## src/nff_pkg.sv

```systemverilog
`default_nettype none
package nff_pkg;

   localparam int MAX_WIDTH     = 32;
   localparam int MAX_PRECISION = 12;
   localparam int DEC_DIGITS    = 10;
   localparam int HEX_DIGITS    = 8;

   // Reciprocal of ten scaled by 2^35, used for the divide-by-ten step.
   localparam logic [31:0] RECIP_TEN = 32'hcccccccd;
   localparam int          RECIP_SHIFT = 35;

   localparam logic [2:0] OP_SDEC  = 3'd0;
   localparam logic [2:0] OP_UDEC  = 3'd1;
   localparam logic [2:0] OP_HEX   = 3'd2;
   localparam logic [2:0] OP_ZHEX  = 3'd3;
   localparam logic [2:0] OP_FIXED = 3'd4;

   localparam logic [7:0] CHAR_SPACE = 8'h20;
   localparam logic [7:0] CHAR_MINUS = 8'h2d;
   localparam logic [7:0] CHAR_POINT = 8'h2e;
   localparam logic [7:0] CHAR_ZERO  = 8'h30;
   localparam logic [7:0] CHAR_A     = 8'h61;

   typedef enum logic [2:0] {
      S_IDLE,
      S_FRAC,
      S_ROUND,
      S_DEC,
      S_LEN,
      S_EMIT
   } state_type;

   typedef struct packed {
      logic load;
      logic frac_step;
      logic round_step;
      logic dec_step;
      logic len_calc;
      logic emit_step;
   } cmd_type;

   typedef struct packed {
      logic frac_done;
      logic round_done;
      logic dec_done;
      logic total_zero;
      logic emit_last;
   } sts_type;

   function automatic logic [7:0] digit_char(input logic [3:0] d);
      logic [7:0] c;
      if (d < 4'd10) begin
         c = CHAR_ZERO + {4'd0, d};
      end else begin
         c = CHAR_A + {4'd0, d} - 8'd10;
      end
      return c;
   endfunction

endpackage
`default_nettype wire

```

## src/nff_controller.sv

```systemverilog
`default_nettype none
module nff_controller (
   input  wire logic             clock,
   input  wire logic             reset,
   input  wire logic             start,
   input  wire logic [2:0]       req_opcode,
   input  nff_pkg::sts_type      sts,
   output nff_pkg::cmd_type      cmd,
   output logic                  busy
);

   nff_pkg::state_type state_ff, state_in;

   always_ff @(posedge clock) begin
      if (reset) begin
         state_ff <= nff_pkg::S_IDLE;
      end else begin
         state_ff <= state_in;
      end
   end

   always_comb begin
      state_in = state_ff;
      case (state_ff)
         nff_pkg::S_IDLE: begin
            if (start) begin
               case (req_opcode)
                  nff_pkg::OP_SDEC, nff_pkg::OP_UDEC: state_in = nff_pkg::S_DEC;
                  nff_pkg::OP_HEX, nff_pkg::OP_ZHEX:  state_in = nff_pkg::S_LEN;
                  nff_pkg::OP_FIXED:                  state_in = nff_pkg::S_FRAC;
                  default:                            state_in = nff_pkg::S_IDLE;
               endcase
            end
         end
         nff_pkg::S_FRAC:  if (sts.frac_done) state_in = nff_pkg::S_ROUND;
         nff_pkg::S_ROUND: if (sts.round_done) state_in = nff_pkg::S_DEC;
         nff_pkg::S_DEC:   if (sts.dec_done) state_in = nff_pkg::S_LEN;
         nff_pkg::S_LEN: begin
            state_in = sts.total_zero ? nff_pkg::S_IDLE : nff_pkg::S_EMIT;
         end
         nff_pkg::S_EMIT:  if (sts.emit_last) state_in = nff_pkg::S_IDLE;
         default:          state_in = nff_pkg::S_IDLE;
      endcase
   end

   always_comb begin
      cmd = '0;
      busy = 1'b1;
      case (state_ff)
         nff_pkg::S_IDLE: begin
            busy = 1'b0;
            cmd.load = start;
         end
         nff_pkg::S_FRAC:  cmd.frac_step = 1'b1;
         nff_pkg::S_ROUND: cmd.round_step = 1'b1;
         nff_pkg::S_DEC:   cmd.dec_step = 1'b1;
         nff_pkg::S_LEN:   cmd.len_calc = 1'b1;
         nff_pkg::S_EMIT:  cmd.emit_step = 1'b1;
         default:          busy = 1'b0;
      endcase
   end

endmodule
`default_nettype wire

```

## config.mk

```make
export PLATFORM = sky130hd
export DESIGN_NAME = nff_controller
export DESIGN_NICKNAME = d
export VERILOG_FILES = /design/src/nff_pkg.sv /design/src/nff_controller.sv
export SDC_FILE = /design/constraint.sdc
export NUM_CORES = 1
export LEC_CHECK = 0
export CORE_AREA = 2 2 39 41
export DETAILED_ROUTE_END_ITERATION = 10
export DIE_AREA = 0 0 41 43
export DONT_BUFFER_PORTS = 1
export GPL_ROUTABILITY_DRIVEN = 0
export SYNTH_ARGS = -nofsm -noshare
export SYNTH_HDL_FRONTEND = slang
export SYNTH_SLANG_ARGS = --single-unit
```

## constraint.sdc

```tcl
create_clock -name clock -period 1.28 [get_ports clock]
set_input_delay 0.192 -clock clock [delete_from_list [all_inputs] [get_ports clock]]
set_output_delay 0.192 -clock clock [all_outputs]
set_load 0.005 [all_outputs]
```

; ---- After elaboration in Yosys (flattened, before gate mapping)
; Index checks and enable logic that the tools add are counted.
[classes]
eq_ne = 14
mux = 15
n_reduce_logical = 6
[ops]
columns = cell, n
row1 = $mux W3, 6
row2 = $pmux W3 S6, 1
row3 = $eq A3 B2 Y1 const B, 4
row4 = $ne A2 B2 Y1 const B, 5
row5 = $eq A3 B3 Y1 const B, 3
row6 = $pmux W3 S3, 1
row7 = $mux W1, 7
row8 = $eq A3 B1 Y1 const B, 2
row9 = $logic_not A3 Y1, 2
row10 = $reduce_and A5 Y1, 1
row11 = $reduce_or A5 Y1, 1
row12 = $reduce_or A2 Y1, 2
[totals]
reg_bits = 3
in_bits = 11
out_inout_bits = 7
word_cells = 36

; ---- Depth between registers and ports, before layout
; Gate-level depths: netlist of run 1.
[logic_depth]
ltp_word = 5
depth_mapped = 4
mapped_depth_nobuf = 3

; ---- Least setup slack after synthesis of run 1
; No wires, ideal clock.
[synth_path]
path_type = reg2out
start = reg state_ff[1]
end = out cmd[1] (netlist name)
arrival_ns = 0.805
setup_slack_ns = 0.283
stages_incl_launch_ff = 4
n_path_buf = 1
cell_sequence = dfxtp_1 > buf_2 > nor2_1 > and2_1
[synth_rtl]
columns = element, line
row1 = from (decl), nff_controller.sv:12  ; nff_pkg::state_type state_ff, state_in;
row2 = from (signal assigned), nff_controller.sv:16  ; state_ff <= nff_pkg::S_IDLE;
row3 = from (signal assigned), nff_controller.sv:18  ; state_ff <= state_in;
row4 = to (decl), nff_controller.sv:8  ; output nff_pkg::cmd_type cmd,

==> out/results.tsv, run 1 <==
metric	value	unit
area of the die	0.00176	mm^2
dpl hpwl	582	um
Hold Path Class	in2reg	
YS warnings	0	
status	completed	
cell count after synthesis	44	
post-route setup TNS	0	ps
most numerous cell in the Yosys netlist	nor2_1	
Cell Pwr Density	1630	mW/mm^2
CTS Buf Count	3	
Tcrit/Tclk final	92.9	%
post-layout util	28.7	%
max_cap viols	0	
Placement Setup Slack	53.2	ps
CTS tree	yes	
top cell type's share of synthesized area	18.7	%
Via Count	339	
initial antenna violation count	0	
DRT antenna net count	0	
GRT Overall Usage	11.1	%
RSZ-0062 raised after global routing	no	
Leak	0.138	nW
gr ovfl total	0	
Mapped Area	322	um^2
Filler Cell Count	158	
Pins Over Slew Limit	0	
number of synthesized flops with an enable pin	0	
post-layout minimum cycle time	1190	ps
Worst-path clk slew	40	ps
slew of the pin with the lowest slew margin	269	ps
postcts setup bufs	0	
vias in the first global route	285	
Inserted Diodes	0	
WS Path Type	reg2out	
share of post-route cells with drive strength above 1	22.4	%
Worst setup EP type	output port	
pin count of the biggest net entering global routing	15	
Vias/cell	5.22	
Clk Latency, worst-skew pair	240	ps
Placeable Area	0.00138	mm^2
f_max	841	MHz
Setup Viol. Count Final	0	
Top Registers	state_ff x3	
Fin. Hold Viols	0	
Top reg by flops	state_ff	
Avg Cell Area, Syn	7.31	um^2
crit path max fanout	14	
Mapped Nets	55	
Startpoint Class	register	
Worst EP arrival	1000	ps
first-pass GRT wire length	1250	um
flops & latches, synth	3	
Clock Tree Buf Depth	2	
Initial Utilization	23.2	%
Cell Rows	14	
worst setup margin	90.3	ps
count of nets after finishing	61	
number of flip-flops in the largest register	3	
Top Ports	18	
ys async rst share	0	%
Synth area leader	dfxtp_1	
DR pass1 iterations	4	
final wirelength	815	um
Worst slew margin	82.1	%
final clock skew	2.98	ps
clk sink count	3	
Area Growth Syn to Fin	23.3	%
Wirelength per Cell	12.5	um
Remaining DRCs	0	
critical path data required time	1090	ps
port buffer count	0	
top cells by count, synth	nor2_1 (5), mux2i_1 (4), nand2_1 (4)	
post-synthesis sequential area ratio	18.7	%
H-tree Lvls	1	
Primary FF master, synth	dfxtp_1	
root buffer cell	clkbuf_4	
Die Width	41	um
Netlist cell types	21	
Die Height	43	um
DRT iter0 DRCs	4	
Worst VDD drop	568	uV
synth top area cells	dfxtp_1 (19%), mux2i_1 (12%), and2_1 (5.8%)	
## routing by layer
metal,part of all wire [%],vias up,wire length (um),GRT usage [%]
met4,0,0,0,4.00
li1,-,167,-,-
met1,42,157,339,12.5
met2,47,15,379,14.4
met3,12,0,96,10.5
met5,0,-,0,0
## worst paths after layout
check	start	endpoint	slack, ps	cells past startpoint
setup / recovery	state_ff[2]	cmd[4]	90	2
setup reg to reg	state_ff[2]	state_ff[2]	150	3
hold reg to reg	state_ff[0]	state_ff[2]	580	2
hold / removal	reset	state_ff[0]	90	2
## final cells by class
cell class / instances / area, um^2 / share of cell area, %
Sequential cell: 3 / 65.1 / 16.4
Clock buffer: 4 / 26.3 / 6.62
Timing Repair Buffer: 4 / 32.5 / 8.20
Tap cell: 16 / 20.0 / 5.05
Multi-Input combinational cell: 38 / 253 / 63.7
## layout by cell type, fill, tap and decap left out, drive strengths merged
cell type / Yosys / final
and2: 3 / 3
dfxtp: 3 / 3
a211oi: 1 / 1
nand2: 4 / 4
o21bai: 1 / 1
a21o: 1 / 1
clkbuf: 0 / 4
a32o: 1 / 1
nor2b: 3 / 3
nor3: 2 / 2
dlygate4sd3: 0 / 1
nand2b: 2 / 2
mux2i: 4 / 4
o211ai: 2 / 2
a21oi: 2 / 2
a31oi: 1 / 1
buf: 3 / 3
o21ai: 4 / 4
nor2: 5 / 5
nor3b: 2 / 2
## where the power goes
part,switching (mW),internal [mW]
clock,0.0563,0.117
combinational,0.155,0.158
sequential,0.0398,0.120
## cells by family (layout without fill, tap and decap cells)
family	after synthesis	count (layout)	synth area share [%]
compound gates	13	13	27.6
simple gates	21	21	34.6
flops	3	3	18.7
mux	4	4	12.5
buf+inv	3	8	6.61
## metrics by stage
stage	area, um^2	hold slack, ps	instances	power [mW]
global placement	343	258	60	0.436
finish	397	94.5	65	0.646
CTS	374	4.66	64	0.627
detailed placement	343	259	60	0.439
floorplan	322	257	44	0.378
global route	397	98.4	65	0.722
## worst max-delay path: stages, from the launching register on
cell     delay (ps)
dfxtp_2         480
nor2_1          100
and2_1          180
## repair_timing
action                     in CTS  in global routing
setup endpoints to repair       5                  2
hold buffers                    0                  1
hold endpoints to repair        0                  1
resized for setup               3                  3
No activity file was read; power rests on OpenSTA's default activity.
==> inputs of run 2 (changes only) <==
- SLEW_MARGIN: default -> 20
- clock period: 1.28 -> 1.31 ns (I/O delays scaled with it)
==> run 2 against run 1 <==
Compared with the run above:
- sequential share of layout area decreased by 0.064 points
- critical path depth increased by 1
- design area decreased by 3.5%
- combinational power decreased by 6%
- total power decreased by 3.5%
- worst setup slack got worse by 11 ps
- critical path type unchanged
==> out/results.tsv, run 2 (same netlist as run 1, synthesis figures left out) <==
metric	value	unit	change
hold endpoint	state_ff[2]		was state_ff[0]
H-tree Lvls	1		unchanged
Setup Viol. Count Final	0		unchanged
initial antenna violation count	0		unchanged
max_cap viols	0		unchanged
CTS resizes	2		was 3
Inserted Diodes	0		unchanged
Worst EP arrival	1030	ps	was 1000 ps
Hold Startpoint	reset		unchanged
DR pass1 iterations	3		was 4
Finished Cell Area	383	um^2	was 397 um^2
Cell Pwr Density	1630	mW/mm^2	about the same
worst hold path depth	1		was 2
CTS Buf Count	3		unchanged
most frequent cells in the layout	nor2_1 (4), nand2_1 (4), mux2i_1 (4)		unchanged
Vias/cell	5.22		about the same
f_max	813	MHz	
Initial Utilization	23.2	%	unchanged
vias in the first global route	324		was 285
Clk Latency, worst-skew pair	240	ps	about the same
port buffer count	0		unchanged
Top Ports	18		unchanged
clk sink count	3		unchanged
Remaining DRCs	0		unchanged
count of nets after finishing	60		was 61
post-layout minimum cycle time	1230	ps	
status	completed		unchanged
Internal	0.379	mW	was 0.395 mW
gr ovfl total	0		unchanged
worst reg-to-reg path cell count	3		unchanged
postcts setup bufs	0		unchanged
Worst-path clk slew	40	ps	about the same
area of the die	0.00176	mm^2	unchanged
number of flip-flops in the largest register	3		unchanged
Fin. Hold Viols	0		unchanged
RSZ-0062 raised after global routing	no		unchanged
first-pass GRT wire length	1330	um	was 1250 um
Hold Path Class	in2reg		unchanged
CTS Hold Bufs	0		unchanged
pin count of the biggest net entering global routing	15		unchanged
share of post-route cells with drive strength above 1	25.0	%	was 22.4%
Die Height	43	um	unchanged
dpl hpwl	632	um	was 582 um
crit path max fanout	7		was 14
Comb power frac	47.1	%	was 48.4%
Startpoint Class	register		unchanged
Top reg by flops	state_ff		unchanged
DRT antenna net count	0		unchanged
switch share	39.3	%	was 38.9%
root buffer cell	clkbuf_4		unchanged
Worst VDD drop	418	uV	was 568 uV
final clock skew	5.59	ps	was 2.98 ps
Placeable Area	0.00138	mm^2	unchanged
critical path data required time	1110	ps	was 1090 ps
Cell Rows	14		unchanged
CTS tree	yes		unchanged
Pins Over Slew Limit	0		unchanged
worst r2r src	state_ff[2]		unchanged
internal reg-to-reg setup slack	220	ps	was 150 ps
Leak	0.132	nW	was 0.138 nW
Die Width	41	um	unchanged
Clock Power Share	27.1	%	was 26.9%
Clock Tree Buf Depth	2		unchanged
Worst slew margin	83.1	%	was 82.1%
final wirelength	841	um	was 815 um
Reg power frac	25.8	%	was 24.7%
WS Path Type	reg2out		unchanged
Worst setup EP type	output port		unchanged
Area Growth Syn to Fin	19.1	%	was 23.3%
Wirelength per Cell	13.1	um	was 12.5 um
GRT Overall Usage	11.8	%	was 11.1%
slew of the pin with the lowest slew margin	253	ps	was 269 ps
DP Area	343	um^2	unchanged
Tcrit/Tclk final	93.9	%	
crit path launch	state_ff[1]		was state_ff[2]
Via Count	334		was 339
Top Registers	state_ff x3		unchanged
sw power	0.245	mW	was 0.251 mW
post-route setup TNS	0	ps	unchanged
reg2reg end	state_ff[2]		unchanged
DRT iter0 DRCs	6		was 4
==> run 2: area by class of cell <==
| cell class | instances | area [um^2] |
|---|---|---|
| Timing Repair Buffer | 3 | 26.3 |
| Clock buffer | 4 | 26.3 |
| Fill cell | 156 | 1000 |
| Tap cell | 16 | 20.0 |
| Sequential cell | 3 | 62.6 |
| Multi-Input combinational cell | 38 | 248 |
==> run 2: worst max-delay path, stage by stage, from the launching register on <==
cell     delay, ps
dfxtp_2        350
buf_4          160
nor2_2         130
and2_1         150
==> run 2: worst max path at each step <==
stage,end,depth (start not counted),slack [ps]
floorplan,cmd[1],3,310
global placement,state_ff[2],3,120
detailed placement,state_ff[2],3,80
CTS,cmd[1],3,30
global route,cmd[3],2,0.9
finish,cmd[1],3,80
==> run 2: metal layers <==
metal | GRT usage [%] | share of wire [%]
met5 | 0 | 0
met4 | 12.0 | 1.7
met3 | 4.71 | 8.9
met2 | 16.3 | 49
met1 | 12.5 | 41
==> run 2: power by group through the flow <==
stage	Combinational [mW]	Sequential, mW	Clock (mW)
final	0.294	0.161	0.169
after global routing	0.330	0.167	0.187
after CTS	0.277	0.159	0.180
after detailed placement	0.275	0.157	0
after global placement	0.273	0.155	0
after floorplan	0.232	0.137	0
==> run 2: metrics by stage <==
| step | utilization, % | power [mW] | cells | hold slack, ps | setup WS [ps] |
|---|---|---|---|---|---|
| after floorplan | - | 0.369 | 44 | 261 | 308 |
| after global placement | 24.8 | 0.428 | 60 | 262 | 115 |
| after detailed placement | 24.8 | 0.432 | 60 | 263 | 79.3 |
| after CTS | 26.9 | 0.616 | 64 | 4.03 | 34.9 |
| after global routing | 27.7 | 0.684 | 64 | 3.02 | 0.923 |
| final | 27.7 | 0.624 | 64 | 15.4 | 79.5 |
==> inputs of run 3 (changes only) <==
--- a/config.mk
+++ b/config.mk
@@ -11,4 +11,5 @@
 export DONT_BUFFER_PORTS = 1
 export GPL_ROUTABILITY_DRIVEN = 0
+export HOLD_SLACK_MARGIN = 0.03
 export SLEW_MARGIN = 20
 export SYNTH_ARGS = -nofsm -noshare
==> constraint.sdc (replaced) <==
create_clock -name clock -period 1.31 [get_ports clock]
set_input_delay 0.131 -clock clock [delete_from_list [all_inputs] [get_ports clock]]
set_output_delay 0.131 -clock clock [all_outputs]
set_load 0.005 [all_outputs]
==> run 3 against run 2 <==
Compared with the run above:
- combinational power decreased by 3%
- clock power about the same
- critical path depth unchanged
- sequential power decreased by 6%
- sequential share of layout area decreased by 0.053 points
- clock-buffer cell count unchanged
- worst setup slack improved by 83 ps
- critical path type unchanged
- largest power group unchanged
==> out/results.tsv, run 3 (same netlist as run 1, synthesis figures left out) <==
metric	value	unit	change
status	completed		unchanged
worst reg-to-reg path cell count	3		unchanged
Startpoint Class	register		unchanged
DP Area	343	um^2	unchanged
Hold Startpoint	reset		unchanged
Via Count	336		was 334
CP bufs+invs	1		unchanged
Top reg by flops	state_ff		unchanged
slew of the pin with the lowest slew margin	246	ps	was 253 ps
final wirelength	786	um	was 841 um
Fin. Hold Viols	0		unchanged
Clock Tree Buf Depth	2		unchanged
Cell Rows	14		unchanged
hold endpoint	state_ff[0]		was state_ff[2]
Worst-path clk slew	40	ps	about the same
reg2reg end	state_ff[2]		unchanged
share of post-route cells with drive strength above 1	22.4	%	was 25.0%
WS Path Type	reg2out		unchanged
Placeable Area	0.00138	mm^2	unchanged
Area Growth Syn to Fin	19.5	%	was 19.1%
Die Width	41	um	unchanged
Wirelength per Cell	12.1	um	was 13.1 um
crit path max fanout	8		was 7
dpl hpwl	582	um	was 632 um
CTS tree	yes		unchanged
Worst slew margin	83.6	%	was 83.1%
port buffer count	0		unchanged
Tot Pwr	0.605	mW	was 0.624 mW
root buffer cell	clkbuf_4		unchanged
Clk Latency, worst-skew pair	240	ps	about the same
Remaining DRCs	0		unchanged
Comb power frac	47.1	%	about the same
Worst setup EP type	output port		unchanged
DRT iter0 DRCs	8		was 6
post-layout minimum cycle time	1150	ps	was 1230 ps
Internal	0.372	mW	was 0.379 mW
worst hold path depth	2		was 1
Top Ports	18		unchanged
count of nets after finishing	61		was 60
DRT antenna net count	0		unchanged
max_cap viols	0		unchanged
GRT Overall Usage	11.3	%	was 11.8%
Setup Viol. Count Final	0		unchanged
RSZ-0062 raised after global routing	no		unchanged
Leak	0.134	nW	was 0.132 nW
Hold Path Class	in2reg		unchanged
Worst VDD drop	574	uV	was 418 uV
CP cell instances	buf_4 > nor2_2 > and2_1		unchanged
sw power	0.234	mW	was 0.245 mW
Die Height	43	um	unchanged
Worst EP arrival	1020	ps	was 1030 ps
DR pass1 iterations	4		was 3
Clock Power Share	27.8	%	was 27.1%
clk sink count	3		unchanged
Reg power frac	25.1	%	was 25.8%
most frequent cells in the layout	nor2_1 (4), nand2_1 (4), mux2i_1 (4)		unchanged
Initial Utilization	23.2	%	unchanged
Vias/cell	5.17		was 5.22
CTS Buf Count	3		unchanged
internal reg-to-reg setup slack	200	ps	was 220 ps
non-filler cells, final	65		was 64
vias in the first global route	297		was 324
area of the die	0.00176	mm^2	unchanged
slowest cell on the critical path	dfxtp_2		unchanged
Top Registers	state_ff x3		unchanged
CP delay by family, top	flip-flops		unchanged
post-route setup TNS	0	ps	unchanged
final clock skew	1.88	ps	was 5.59 ps
worst r2r src	state_ff[2]		unchanged
hold_ws	36.9	ps	was 15.4 ps
critical path data required time	1180	ps	was 1110 ps
pin count of the biggest net entering global routing	15		unchanged
Pins Over Slew Limit	0		unchanged
gr ovfl total	0		unchanged
H-tree Lvls	1		unchanged
first-pass GRT wire length	1280	um	was 1330 um
dpl cells	60		unchanged
Tcrit/Tclk final	87.6	%	was 93.9%
CP peak stage delay	350	ps	about the same
Inserted Diodes	0		unchanged
Finished Cell Area	384	um^2	was 383 um^2
crit path launch	state_ff[0]		was state_ff[1]
initial antenna violation count	0		unchanged
Cell Pwr Density	1580	mW/mm^2	was 1630 mW/mm^2
switch share	38.6	%	was 39.3%
f_max	871	MHz	was 813 MHz
number of flip-flops in the largest register	3		unchanged
==> run 3: cell types whose count changed in the layout (fill, tap and decap cells not counted) <==
| cell | before | now |
|---|---|---|
| nor3_1 | 1 | 2 |
| buf_4 | 2 | 3 |
| buf_6 | 1 | 0 |
| dlygate4sd3_1 | 0 | 1 |
| nor3_2 | 1 | 0 |
==> run 3: timing repair <==
action | in CTS | in global routing
resized for setup | 0 | 3
endpoints found under the hold margin | 1 | 0
buffers inserted | 0 | 0
hold buffers | 1 | 0
endpoints found under the setup margin | 0 | 9
==> run 3: worst max path at each step <==
stage / endpoint / slack [ps] / cells past startpoint
global placement: state_ff[2] / 140 / 3
floorplan: state_ff[2] / 320 / 3
detailed placement: state_ff[2] / 80 / 3
CTS: cmd[4] / 40 / 2
finish: cmd[1] / 160 / 3
global route: cmd[1] / 80 / 3
==> run 3: final cells by class <==
cell class                      instances  area (um^2)
Multi-Input combinational cell         38          243
Sequential cell                         3         62.6
Timing Repair Buffer                    4         32.5
Tap cell                               16         20.0
Clock buffer                            4         26.3
Fill cell                             156         1000
==> run 3: metal layers <==
| metal | global-route usage (%) | wire [um] |
|---|---|---|
| met2 | 14.7 | 350 |
| met4 | 4.00 | 0 |
| met1 | 13.4 | 344 |
| met5 | 0 | 0 |
| met3 | 9.42 | 92 |
==> run 3: worst reg2reg max path, stage by stage (launching register included) <==
cell	delay (ps)
dfxtp_2	460
nor3b_1	220
o21ai_0	120
a211oi_2	220
==> run 3: metrics by stage <==
| step | setup slack (ps) | util (%) |
|---|---|---|
| finish | 162 | 27.8 |
| floorplan | 320 | - |
| CTS | 41.3 | 27.4 |
| detailed placement | 83.2 | 24.8 |
| global placement | 136 | 24.8 |
| global route | 77.8 | 27.8 |
==> run 3: power groups by stage <==
stage	clock network [mW]	logic, mW	registers, mW
floorplan	0	0.232	0.137
global placement	0	0.278	0.149
detailed placement	0	0.280	0.150
CTS	0.174	0.283	0.149
global route	0.192	0.330	0.159
finish	0.169	0.285	0.152
